### config.mk
export PLATFORM = sky130hd
export DESIGN_NAME = vc_credit_tracker_core
export DESIGN_NICKNAME = d
export VERILOG_FILES = /design/src/rtl/core/vct_pkg.sv /design/src/rtl/core/vc_credit_tracker_core.sv /design/src/rtl/core/vct_ram.sv /design/src/rtl/core/vct_update.sv
export SDC_FILE = /design/constraint.sdc
export NUM_CORES = 1
export LEC_CHECK = 0
export BUFFER_PORTS_ARGS = -buffer_cell sky130_fd_sc_hd__buf_2
export CORE_ASPECT_RATIO = 1.1
export CORE_UTILIZATION = 60
export CTS_CLUSTER_SIZE = 12
export DETAILED_ROUTE_END_ITERATION = 16
export PLACE_DENSITY = 0.78
export SLEW_MARGIN = 20
export SYNTH_ARGS = -nofsm -noshare
export SYNTH_HDL_FRONTEND = slang
export SYNTH_SLANG_ARGS = --single-unit
### constraint.sdc
create_clock -name clk -period 7.05 [get_ports clk]
set_clock_uncertainty 0.05 [all_clocks]
set_input_delay 1.41 -clock clk [delete_from_list [all_inputs] [get_ports clk]]
set_output_delay 1.41 -clock clk [all_outputs]
set_load 0.01 [all_outputs]
### src/rtl/core/vct_pkg.sv
// Shared types and constants of the virtual channel credit tracker.
// Used by vct_update and vc_credit_tracker_core; no dependencies.

package vct_pkg;

    localparam int NUM_VCS_DEF = 8;

    // Action codes of an input word
    typedef enum logic [1:0] {
        ACT_TAKE   = 2'd0,
        ACT_SEND   = 2'd1,
        ACT_CREDIT = 2'd2,
        ACT_QUERY  = 2'd3
    } action_t;

    // Error codes of a result word
    typedef enum logic [2:0] {
        ERR_OK        = 3'd0,
        ERR_IN_USE    = 3'd1,
        ERR_FULL      = 3'd2,
        ERR_IDLE      = 3'd3,
        ERR_UNDERFLOW = 3'd4
    } err_t;

    // Configuration register indexes
    localparam logic [1:0] CFG_BUF_SIZE  = 2'd0;
    localparam logic [1:0] CFG_WAIT_TAIL = 2'd1;
    localparam logic [1:0] CFG_BUSY_FULL = 2'd2;

    typedef struct packed {
        logic [7:0] buf_size;
        logic       wait_tail;
        logic       busy_full;
    } cfg_t;

    // One channel entry as stored in the state memory
    typedef struct packed {
        logic [7:0] occ;
        logic       in_use;
        logic       tail_done;
    } entry_t;

    localparam int ENTRY_W = $bits(entry_t);

    typedef struct packed {
        err_t       error_code;
        logic [7:0] occupancy;
        logic       channel_in_use;
        logic       tail_was_sent;
        logic       is_full;
        logic       is_empty;
        logic       available;
        logic       has_credit;
        logic       fits_packet;
        logic [3:0] active_count;
    } result_t;

    // Write-back decision of one update
    typedef struct packed {
        logic       commit;
        entry_t     entry;
        logic [3:0] active;
    } upd_t;

endpackage

### src/rtl/core/vc_credit_tracker_core.sv
// Top level of the virtual channel credit tracker: handshakes, state memory,
// config registers. Depends on vct_pkg, vct_ram and vct_update.
//
//  channel  | signals                                   | dir | handshake
//  ---------+-------------------------------------------+-----+-------------------
//  input    | action vc_index is_tail packet_size       | in  | in_valid/in_ready
//  result   | error_code .. active_count                | out | out_valid/out_ready
//  config   | cfg_index cfg_data                        | in  | cfg_we, no wait
//
// For each word, the accept edge issues the state memory read; the write-back
// edge writes the modified entry back and loads the result register.
// The registered read data of the memory puts these on separate edges.
// After reset every entry reads as zero through per-channel valid bits; no
// clearing pass is needed, so a word is accepted right after reset.
// A result held by out_ready low stalls only the write-back edge; the word in
// the read state waits there, holding in_ready low, until the result register
// frees up.

module vc_credit_tracker_core #(
    parameter int NUM_VCS = vct_pkg::NUM_VCS_DEF
) (
    input  logic        clk,
    input  logic        rst_n,
    // input words
    input  logic        in_valid,
    output logic        in_ready,
    input  logic [1:0]  action,
    input  logic [2:0]  vc_index,
    input  logic        is_tail,
    input  logic [7:0]  packet_size,
    // result words
    output logic        out_valid,
    input  logic        out_ready,
    output logic [2:0]  error_code,
    output logic [7:0]  occupancy,
    output logic        channel_in_use,
    output logic        tail_was_sent,
    output logic        is_full,
    output logic        is_empty,
    output logic        available,
    output logic        has_credit,
    output logic        fits_packet,
    output logic [3:0]  active_count,
    // configuration
    input  logic        cfg_we,
    input  logic [1:0]  cfg_index,
    input  logic [7:0]  cfg_data
);

    localparam int ADDR_W = (NUM_VCS > 1) ? $clog2(NUM_VCS) : 1;

    typedef enum logic {
        S_IDLE,
        S_READ
    } state_t;

    state_t              state_reg;
    state_t              state_next;
    logic [1:0]          action_reg;
    logic                tail_reg;
    logic [7:0]          psize_reg;
    logic                in_range_reg;
    logic [ADDR_W-1:0]   addr_reg;
    logic [NUM_VCS-1:0]  valid_reg;
    logic [NUM_VCS-1:0]  valid_next;
    logic [3:0]          active_reg;
    logic                out_valid_reg;
    logic                out_valid_next;
    vct_pkg::result_t    result_reg;
    vct_pkg::cfg_t       cfg_reg;

    logic                accept;
    logic                finish;
    logic                in_range;
    logic [31:0]         vc_ext;
    logic [ADDR_W-1:0]   addr;
    logic [vct_pkg::ENTRY_W-1:0] rdata;
    vct_pkg::entry_t     entry;
    vct_pkg::upd_t       upd;
    vct_pkg::result_t    result;

    // Input side: one word in flight at a time
    assign in_ready = (state_reg == S_IDLE);
    assign accept   = in_valid && in_ready;
    // Write back once the result register is free or being drained
    assign finish   = (state_reg == S_READ) && (!out_valid_reg || out_ready);

    assign vc_ext   = 32'(vc_index);
    assign in_range = vc_ext < 32'(NUM_VCS);
    assign addr     = vc_ext[ADDR_W-1:0];

    vct_ram #(
        .WIDTH (vct_pkg::ENTRY_W),
        .DEPTH (NUM_VCS)
    ) u_state_ram (
        .clk   (clk),
        .we    (finish && upd.commit),
        .waddr (addr_reg),
        .wdata (upd.entry),
        .re    (accept),
        .raddr (addr),
        .rdata (rdata)
    );

    // Entries never written since reset read as zero
    assign entry = (in_range_reg && valid_reg[addr_reg]) ? vct_pkg::entry_t'(rdata) : '0;

    vct_update u_update (
        .action      (action_reg),
        .is_tail     (tail_reg),
        .packet_size (psize_reg),
        .in_range    (in_range_reg),
        .entry       (entry),
        .active      (active_reg),
        .cfg         (cfg_reg),
        .upd         (upd),
        .result      (result)
    );

    always_comb
    begin
        state_next     = state_reg;
        out_valid_next = out_valid_reg && !out_ready;
        valid_next     = valid_reg;
        case (state_reg)
            S_IDLE:
            begin
                if (accept)
                begin
                    state_next = S_READ;
                end
            end
            S_READ:
            begin
                if (finish)
                begin
                    state_next     = S_IDLE;
                    out_valid_next = 1'b1;
                    if (upd.commit)
                    begin
                        valid_next[addr_reg] = 1'b1;
                    end
                end
            end
            default:
            begin
                state_next = S_IDLE;
            end
        endcase
    end

    always_ff @(posedge clk or negedge rst_n)
    begin
        if (!rst_n)
        begin
            state_reg     <= S_IDLE;
            out_valid_reg <= 1'b0;
            valid_reg     <= '0;
            active_reg    <= '0;
            result_reg    <= '0;
            action_reg    <= '0;
            tail_reg      <= 1'b0;
            psize_reg     <= '0;
            in_range_reg  <= 1'b0;
            addr_reg      <= '0;
        end
        else
        begin
            state_reg     <= state_next;
            out_valid_reg <= out_valid_next;
            valid_reg     <= valid_next;
            // Hold the word's fields for the write-back cycle
            if (accept)
            begin
                action_reg   <= action;
                tail_reg     <= is_tail;
                psize_reg    <= packet_size;
                in_range_reg <= in_range;
                addr_reg     <= addr;
            end
            if (finish)
            begin
                active_reg <= upd.active;
                result_reg <= result;
            end
        end
    end

    // Configuration registers; write them only while no word is in flight
    always_ff @(posedge clk or negedge rst_n)
    begin
        if (!rst_n)
        begin
            cfg_reg.buf_size  <= 8'd8;
            cfg_reg.wait_tail <= 1'b0;
            cfg_reg.busy_full <= 1'b0;
        end
        else if (cfg_we)
        begin
            case (cfg_index)
                vct_pkg::CFG_BUF_SIZE:  cfg_reg.buf_size  <= cfg_data;
                vct_pkg::CFG_WAIT_TAIL: cfg_reg.wait_tail <= cfg_data[0];
                vct_pkg::CFG_BUSY_FULL: cfg_reg.busy_full <= cfg_data[0];
                default:                cfg_reg           <= cfg_reg;
            endcase
        end
    end

    assign out_valid      = out_valid_reg;
    assign error_code     = result_reg.error_code;
    assign occupancy      = result_reg.occupancy;
    assign channel_in_use = result_reg.channel_in_use;
    assign tail_was_sent  = result_reg.tail_was_sent;
    assign is_full        = result_reg.is_full;
    assign is_empty       = result_reg.is_empty;
    assign available      = result_reg.available;
    assign has_credit     = result_reg.has_credit;
    assign fits_packet    = result_reg.fits_packet;
    assign active_count   = result_reg.active_count;

`ifndef ASSERT_OFF
    // An accepted word blocks the input until its write-back
    a_one_in_flight: assert property (@(posedge clk) disable iff (!rst_n)
        accept |=> !in_ready)
        else $error("input accepted while a word is in flight");

    // A new result only appears from the write-back cycle
    a_result_source: assert property (@(posedge clk) disable iff (!rst_n)
        $rose(out_valid_reg) |-> $past(state_reg == S_READ))
        else $error("result raised without a write-back");

    // A channel reported in use is counted as active
    a_active_count: assert property (@(posedge clk) disable iff (!rst_n)
        out_valid_reg && result_reg.channel_in_use |-> result_reg.active_count != 4'd0)
        else $error("channel in use with zero active count");

    // A flagged error leaves the stored entry untouched
    a_error_no_write: assert property (@(posedge clk) disable iff (!rst_n)
        finish && result.error_code != vct_pkg::ERR_OK |-> !upd.commit)
        else $error("entry written on an error");
`endif

endmodule

### src/rtl/core/vct_ram.sv
// Generic single-port-write, single-port-read RAM with registered read data.
// No dependencies.

module vct_ram #(
    parameter int WIDTH = 8,
    parameter int DEPTH = 8
) (
    input  logic                                     clk,
    input  logic                                     we,
    input  logic [(DEPTH > 1 ? $clog2(DEPTH) : 1)-1:0] waddr,
    input  logic [WIDTH-1:0]                         wdata,
    input  logic                                     re,
    input  logic [(DEPTH > 1 ? $clog2(DEPTH) : 1)-1:0] raddr,
    output logic [WIDTH-1:0]                         rdata
);

    logic [WIDTH-1:0] mem [DEPTH];

    always_ff @(posedge clk)
    begin
        if (we)
        begin
            mem[waddr] <= wdata;
        end
        if (re)
        begin
            rdata <= mem[raddr];
        end
    end

endmodule

### src/rtl/core/vct_update.sv
// Action logic of the credit tracker: modify one channel entry, build the result.
// Depends on vct_pkg.

module vct_update (
    input  logic [1:0]     action,
    input  logic           is_tail,
    input  logic [7:0]     packet_size,
    input  logic           in_range,
    input  vct_pkg::entry_t entry,
    input  logic [3:0]     active,
    input  vct_pkg::cfg_t  cfg,
    output vct_pkg::upd_t  upd,
    output vct_pkg::result_t result
);

    vct_pkg::action_t act;
    vct_pkg::err_t    err;
    vct_pkg::entry_t  ent_n;
    logic [3:0]       act_cnt_n;
    logic             release_vc;
    logic             full_n;
    logic [8:0]       fit_sum;

    assign act = vct_pkg::action_t'(action);

    always_comb
    begin
        err        = vct_pkg::ERR_OK;
        ent_n      = entry;
        release_vc = 1'b0;
        act_cnt_n  = active;
        case (act)
            vct_pkg::ACT_TAKE:
            begin
                if (entry.in_use)
                begin
                    err = vct_pkg::ERR_IN_USE;
                end
                else
                begin
                    ent_n.in_use    = 1'b1;
                    ent_n.tail_done = 1'b0;
                    act_cnt_n       = active + 4'd1;
                end
            end
            vct_pkg::ACT_SEND:
            begin
                if (entry.occ >= cfg.buf_size)
                begin
                    err = vct_pkg::ERR_FULL;
                end
                else
                begin
                    ent_n.occ = entry.occ + 8'd1;
                    if (is_tail)
                    begin
                        ent_n.tail_done = 1'b1;
                        release_vc      = !cfg.wait_tail && entry.in_use;
                    end
                end
            end
            vct_pkg::ACT_CREDIT:
            begin
                if (cfg.wait_tail && !entry.in_use)
                begin
                    err = vct_pkg::ERR_IDLE;
                end
                else if (entry.occ == 8'd0)
                begin
                    err = vct_pkg::ERR_UNDERFLOW;
                end
                else
                begin
                    ent_n.occ  = entry.occ - 8'd1;
                    release_vc = cfg.wait_tail && (entry.occ == 8'd1)
                                 && entry.tail_done && entry.in_use;
                end
            end
            default:
            begin
                err = vct_pkg::ERR_OK;
            end
        endcase
        if (release_vc)
        begin
            ent_n.in_use = 1'b0;
            if (active != 4'd0)
            begin
                act_cnt_n = active - 4'd1;
            end
        end
    end

    assign full_n  = ent_n.occ >= cfg.buf_size;
    assign fit_sum = {1'b0, ent_n.occ} + {1'b0, packet_size};

    always_comb
    begin
        upd.commit = in_range && (err == vct_pkg::ERR_OK);
        upd.entry  = ent_n;
        upd.active = in_range ? act_cnt_n : active;

        result = '0;
        result.active_count = upd.active;
        if (in_range)
        begin
            result.error_code     = err;
            result.occupancy      = ent_n.occ;
            result.channel_in_use = ent_n.in_use;
            result.tail_was_sent  = ent_n.tail_done;
            result.is_full        = full_n;
            result.is_empty       = ent_n.occ == 8'd0;
            result.available      = !ent_n.in_use && (!cfg.busy_full || !full_n);
            result.has_credit     = !full_n;
            result.fits_packet    = !ent_n.in_use && (fit_sum <= {1'b0, cfg.buf_size});
        end
    end

endmodule

## Word level (Yosys, flattened, before mapping)

Memories as Yosys holds them, arrays and structs flattened. A register that Yosys moved wholly into a read port is not among the register bits.
Index checks and enable logic that the tools add are counted.

| operators by class | value |
|---|---|
| multiplexer cells | 38 |
| bitwise operators | 2 |
| reduce and logical (&&, ||, !) cells | 34 |
| equal/unequal tests | 5 |
| $add $sub $neg | 5 |
| $lt $le $gt $ge | 6 |

Operators with widths:

| cell | count |
|---|---|
| two-way mux 8 bit | 3 |
| two-way mux 4 bit | 5 |
| two-way mux 1 bit | 18 |
| two-way mux 18 bit | 1 |
| >= comparator 8 bit | 2 |
| logical NOT 8 bit | 2 |
| one-hot mux 8 bit (2 select lines) | 1 |
| logical AND 1 bit | 14 |
| two-way mux 10 bit | 1 |
| adder 8 x 8 -> 9 bit | 1 |
| less-or-equal comparator 9 x 8 -> 1 bit | 1 |
| one-hot mux 3 bit (3 select lines) | 1 |
| adder 8 x 1 -> 8 bit (second input constant) | 1 |
| equality test 8 x 1 -> 1 bit (second input constant) | 1 |
| < comparator 3 x 4 -> 1 bit (second input constant) | 2 |
| bitwise OR 8 bit | 1 |
| AND reduction 2 bit | 4 |
| subtractor 8 x 1 -> 8 bit (second input constant) | 1 |
| logical NOT 1 bit | 7 |
| two-way mux 3 bit | 2 |
| one-hot mux 1 bit (2 select lines) | 3 |
| adder 4 x 1 -> 4 bit (second input constant) | 1 |
| equality test 2 x 1 -> 1 bit (second input constant) | 2 |
| equality test 2 bit (second input constant) | 2 |
| 11 further kinds | 13 |

| word-level totals | value |
|---|---|
| memory bits (writable) | 80 |
| memories kept | 1 |
| input bits | 29 |
| flip-flop bits (word level) | 57 |
| output and inout bits | 24 |

Memories:

| name | words | bits a word | read ports | clocked after memory_dff | wr ports | line | text |
|---|---|---|---|---|---|---|---|
| u_state_ram.mem | 8 | 10 | 1 | 1 | 1 | vct_ram.sv:17 | `logic [WIDTH-1:0] mem [DEPTH];` |

## Longest topological paths before layout

| logic depth | value |
|---|---|
| depth after elaboration | 15 |
| mapped depth | 28 |
| mapped depth without buffers | 26 |

## Cells and area by module

Synthesis repeated with hierarchy kept, for this count alone.

| second synthesis, totals | value |
|---|---|
| cell total of the unflattened synthesis | 599 |
| area total of the unflattened synthesis | 8,120.3 um2 |

By module, submodules not included:

| module | cells each | times used | sequential area each (um2) | area each (um2) |
|---|---|---|---|---|
| vct_ram | 138 | 1 | 2,702.6 | 3,433.3 |
| vc_credit_tracker_core | 168 | 1 | 1,527.7 | 2,626.3 |
| vct_update | 293 | 1 | 0.0 | 2,060.7 |

## Worst setup path before layout

OpenSTA, ideal clock, no wires.

| path | value |
|---|---|
| kind | reg-to-reg |
| start | reg addr_reg[0] |
| end | reg result_reg (netlist bit fits_packet) |
| buffers on the path | 2 |
| slack | 1.439 ns |
| arrival | 5.465 ns |
| cell stages (with the launch flop) | 29 |
| period minus slack after synthesis | 5.611 ns |
| setup time | 0.095 ns |
| cells stage by stage | dfrtp_1 > buf_6 > mux4_2 > nand2_2 > a21boi_2 > clkbuf_1 > nand2_1 > inv_1 > ha_1 > a21oi_1 > o21ai_0 > or4_4 > and2_1 > o21ai_0 > a22oi_1 > o21ai_0 > ha_1 > a21o_1 > a21oi_1 > o21bai_1 > a21oi_1 > o21bai_1 > a21oi_1 > xnor2_1 > ha_1 > nand4_1 > o22ai_1 > a21oi_1 > o31ai_1 |

| between the ends | value |
|---|---|
| elaborated cells between the ends (all ways) | 31 |
| those cells by class | add/sub: 3; order compare: 2; eq/ne: 1; mux: 15; reduce/logical: 10 |

RTL lines:

| what | line | text |
|---|---|---|
| start, declared | vc_credit_tracker_core.sv:63 | `logic [ADDR_W-1:0] addr_reg;` |
| start signal, assigned | vc_credit_tracker_core.sv:179 | `addr_reg <= addr;` |
| binary-select mux 1 bit (select 3 bit) (*) | vc_credit_tracker_core.sv:106 | `assign entry = (in_range_reg && valid_reg[addr_reg]) ? vct_pkg::entry_t'(rdata) : '0;` |
| two-way mux 1 bit (not written as such) (*) | vc_credit_tracker_core.sv:106 |  |
| logical AND 1 bit (*) | vc_credit_tracker_core.sv:106 |  |
| two-way mux 10 bit (*) | vc_credit_tracker_core.sv:106 |  |
| subtractor 8 x 1 -> 8 bit (tied with other cells) | vct_update.sv:74 | `ent_n.occ = entry.occ - 8'd1;` |
| two-way mux 8 bit or logical AND 1 bit (tied branches) | vct_update.sv:68, vct_update.sv:64 |  |
| two-way mux 8 bit | vct_update.sv:64 | `if (cfg.wait_tail && !entry.in_use)` |
| one-hot mux 8 bit (2 select lines) (*) | vct_update.sv:32 | `case (act)` |
| named net u_state_ram.wdata[3] | vct_ram.sv:11 | `input logic [WIDTH-1:0] wdata,` |
| adder 8 x 8 -> 9 bit (*) | vct_update.sv:95 | `assign fit_sum = {1'b0, ent_n.occ} + {1'b0, packet_size};` |
| less-or-equal comparator 9 x 8 -> 1 bit (*) | vct_update.sv:115 | `result.fits_packet = !ent_n.in_use && (fit_sum <= {1'b0, cfg.buf_size});` |
| logical AND 1 bit (*) | vct_update.sv:115 |  |
| two-way mux 18 bit (*) | vct_update.sv:105 | `if (in_range)` |
| end signal, assigned | vc_credit_tracker_core.sv:184 | `result_reg <= result;` |
| end, declared | vc_credit_tracker_core.sv:69 | `vct_pkg::result_t result_reg;` |

Mark *: on every way through the listed nets, which the timed path passes. The rest lies on a longest branch. The select of a mux whose other input is x is not followed.
A chain may end at the register's enable or synchronous reset.

## Worst setup path in the final report

Same ends and word-level chain as after synthesis.

==> impl_metrics.py <==
metrics = {
    "cells_and_area": {
        "mostFrequentLayoutCells": "edfxtp_1 (90), dfrtp_1 (56), buf_2 (52)",
        "largest_reg_flops": 80,
        "layout_commonest_cell": "edfxtp_1",
        "antenna_cells": 0,
        "seqCellArea_um2": 4130,
        "fillers": 823,
        "multi_input_area_um2": 3010,
        "nets": 699,
        "layout-drive-gt1-share": 0.245,
        "area_growth_pct": 14.0,
    },
    "floorplan": {
        "core_um2": 12000,
        "start_util": 0.614,
        "rows": 42,
        "io_pins": 53,
        "fp.dieArea_um2": 12700,
        "die_h_um": 118,
        "die_w_um": 108,
    },
    "clocking": {
        "cts_setup_buffers": 0,
        "clk_path_buf_depth": 2,
        "clk_pin_slew_ns": 0.06,
        "clk-insertion-delay-late_ns": 0.43,
        "h-tree-depth": 4,
        "clock-sinks": 147,
        "cts_resized": 0,
        "tritoncts": "done",
        "cts_hold_buf": 0,
        "cts_made_buffers": 17,
        "cts-root-buf": "clkbuf_16",
    },
    "worst_setup_path": {
        "cp_top_family": "compound AO/OA/AOI/OAI gates",
        "slowest_delay_ns": 0.46,
        "critical_path.max_fanout": 12,
        "crit_slowest_cell": "dfrtp_1",
        "start_kind": "register",
        "worstPathArrival_ns": 6.51,
        "path_cells": "mux4_2 > nand2_2 > a21boi_2 > buf_4 > nand2_1 > ha_1 > nor2b_1 > o21bai_1 > a311o_1 > a21o_1 > or3_1 > mux2i_1 > a211oi_1 > inv_1 > ha_1 > a21oi_1 > o21bai_1 > a21oi_1 > xnor2_1 > ha_1 > nand4_1 > o22ai_1 > a21oi_1 > o31ai_1",
        "cp_num_buf_inv": 2,
        "path_depth": 24,
        "cp.required_ns": 7.34,
        "critical_path_class": "register to register",
        "end_kind": "register",
        "ff2ff_path_depth": 24,
    },
    "hold_path": {
        "hold_depth": 1,
        "hp-class": "register to register",
    },
    "power_and_ir_drop": {
        "p_total_mw": 4.65,
        "ir_drop_uv": 467,
        "powerDensity_nw_per_um2": 554,
        "power_leakage_nw": 3.44,
    },
    "route": {
        "first_iter_violations": 392,
        "first_pass_iters": 5,
        "routedWlPerCell_um": 20.5,
        "drc": 0,
        "vias": 4903,
        "wirelength_mm": 16.3,
        "ant_nets": 0,
        "viasPerCell": 6.16,
    },
    "yosys": {
        "ys_seq_elements": 147,
        "ys_async_sr_fraction": 0.388,
        "ys_dominant_reg_cell": "edfxtp_1",
        "netlist_area_um2": 7350,
        "synth_edf_count": 90,
        "synthCells": 571,
        "ys_seq_area_frac": 0.562,
        "syn_area_per_cell_um2": 12.9,
        "ys_types": 71,
        "yosysWarnings": 0,
        "synthesis.nets": 640,
    },
    "placement": {
        "hpwl_mm": 11.3,
        "port_buffers": 52,
        "gp_congestion": 0.919,
    },
    "timing": {
        "period_share": 0.882,
        "fmax_ghz": 0.161,
        "hold_viol": 0,
        "fin_tns_setup_ns": 0,
        "slew_headroom": 0.523,
        "rsz0062_at_grt": "no",
        "finalSetupViolCount": 0,
        "timing.hold.ws_ns": 0.422,
        "fin_crit_ns": 6.22,
        "report.final.slew_viol_count": 0,
        "worst_slew_pin_slew_ns": 0.697,
    },
    "run": {
        "drv_cap": 0,
    },
    "global_route": {
        "grt_first_pass_wirelength_mm": 26.2,
        "grt_max_degree": 58,
        "grt_use_total": 0.282,
        "antenna_found_initial": 0,
        "grt_pass1_vias": 4861,
        "grt-ovfl-total": 0,
    },
    "status": {
        "outcome": "finished clean",
    },
}
==> layout make-up <==
cell class,count,area share
well taps,154,0.0230
multi-input cells,369,0.359
flip-flops and latches,147,0.493
inverters,34,0.0152
repair buffers,61,0.0391
clock buffers,17,0.0507
clock inverters,14,0.0201
==> synth_stat cells, types with 2 or more instances <==
library cell,number,area share
edfxtp_1,90,0.37
dfrtp_1,56,0.19
nand2_1,49,0.025
ha_1,39,0.066
inv_1,34,0.017
o21ai_0,28,0.019
mux2_2,27,0.041
nor2_1,25,0.013
a21oi_1,22,0.015
mux4_2,21,0.064
clkbuf_1,16,0.0082
a21o_1,11,0.011
a22o_1,11,0.013
and3_1,9,0.0077
and2_1,8,0.0068
nand3_1,8,0.0054
mux2i_1,7,0.0095
nor2b_1,7,0.0060
nand2b_1,6,0.0051
xnor2_1,6,0.0071
nand4_1,5,0.0043
o211ai_1,5,0.0051
o21a_1,5,0.0051
o21bai_1,5,0.0051
a31oi_1,4,0.0034
nor3_1,4,0.0027
or2_2,4,0.0034
buf_1,3,0.0015
o21ai_1,3,0.0020
o22ai_1,3,0.0026
a2111oi_0,2,0.0024
a211oi_1,2,0.0020
a31o_2,2,0.0024
a32o_1,2,0.0027
a41oi_1,2,0.0024
nor4_1,2,0.0017
o221ai_1,2,0.0024
o2bb2ai_1,2,0.0024
or4_1,2,0.0020
==> worst paths after layout <==
path / startpoint / to / slack (ns)
min in group asynchronous: rst_n / active_count[1]$_DFFE_PN0P_ / 1.06
worst max-delay path: addr_reg[0]$_DFFE_PN0P_ / fits_packet$_DFFE_PN0P_ / 0.83
worst max register to register: addr_reg[0]$_DFFE_PN0P_ / fits_packet$_DFFE_PN0P_ / 0.83
worst min register to register: valid_reg[4]$_DFFE_PN0P_ / valid_reg[4]$_DFFE_PN0P_ / 0.42
worst min-delay path: valid_reg[4]$_DFFE_PN0P_ / valid_reg[4]$_DFFE_PN0P_ / 0.42
max in group asynchronous: rst_n / is_empty$_DFFE_PN0P_ / 5.39
==> metal layers <==
layer,up-vias,routed length (um),global-route usage,share of wire
li1,2288,-,-,-
met1,2422,7030,0.390,0.43
met3,21,995,0.0604,0.061
met5,-,0,0,0
met4,0,263,0.0993,0.016
met2,172,8020,0.444,0.49
==> per-stage QoR <==
| stage | setup WS (ns) | area, um^2 | util | cells |
|---|---|---|---|---|
| global route | 0.234 | 8380 | 0.700 | 796 |
| detailed placement | 0.644 | 7780 | 0.650 | 764 |
| finish | 0.830 | 8380 | 0.700 | 796 |
| global placement | 0.853 | 7780 | 0.650 | 764 |
| floorplan | 1.44 | 7350 | - | 571 |
| CTS | 0.571 | 8380 | 0.699 | 795 |
==> report_power, final <==
group / switching, mW / internal (mW)
Combinational: 1.37 / 0.922
Sequential: 0.138 / 1.30
Clock: 0.379 / 0.531
==> cell families (layout without fill, tap and decap cells) <==
group / after synthesis / in the layout / share of synthesized area
xor gates and xnor gates: 7 / 7 / 0.00834
AOI/OAI and AO/OA: 130 / 130 / 0.125
buffers and inverters: 55 / 126 / 0.0293
and+or+nand+nor: 137 / 137 / 0.0915
muxes: 55 / 55 / 0.115
DFF: 147 / 147 / 0.562
adders and majority gates: 40 / 40 / 0.0691
(Power assumes the default switching activity.)
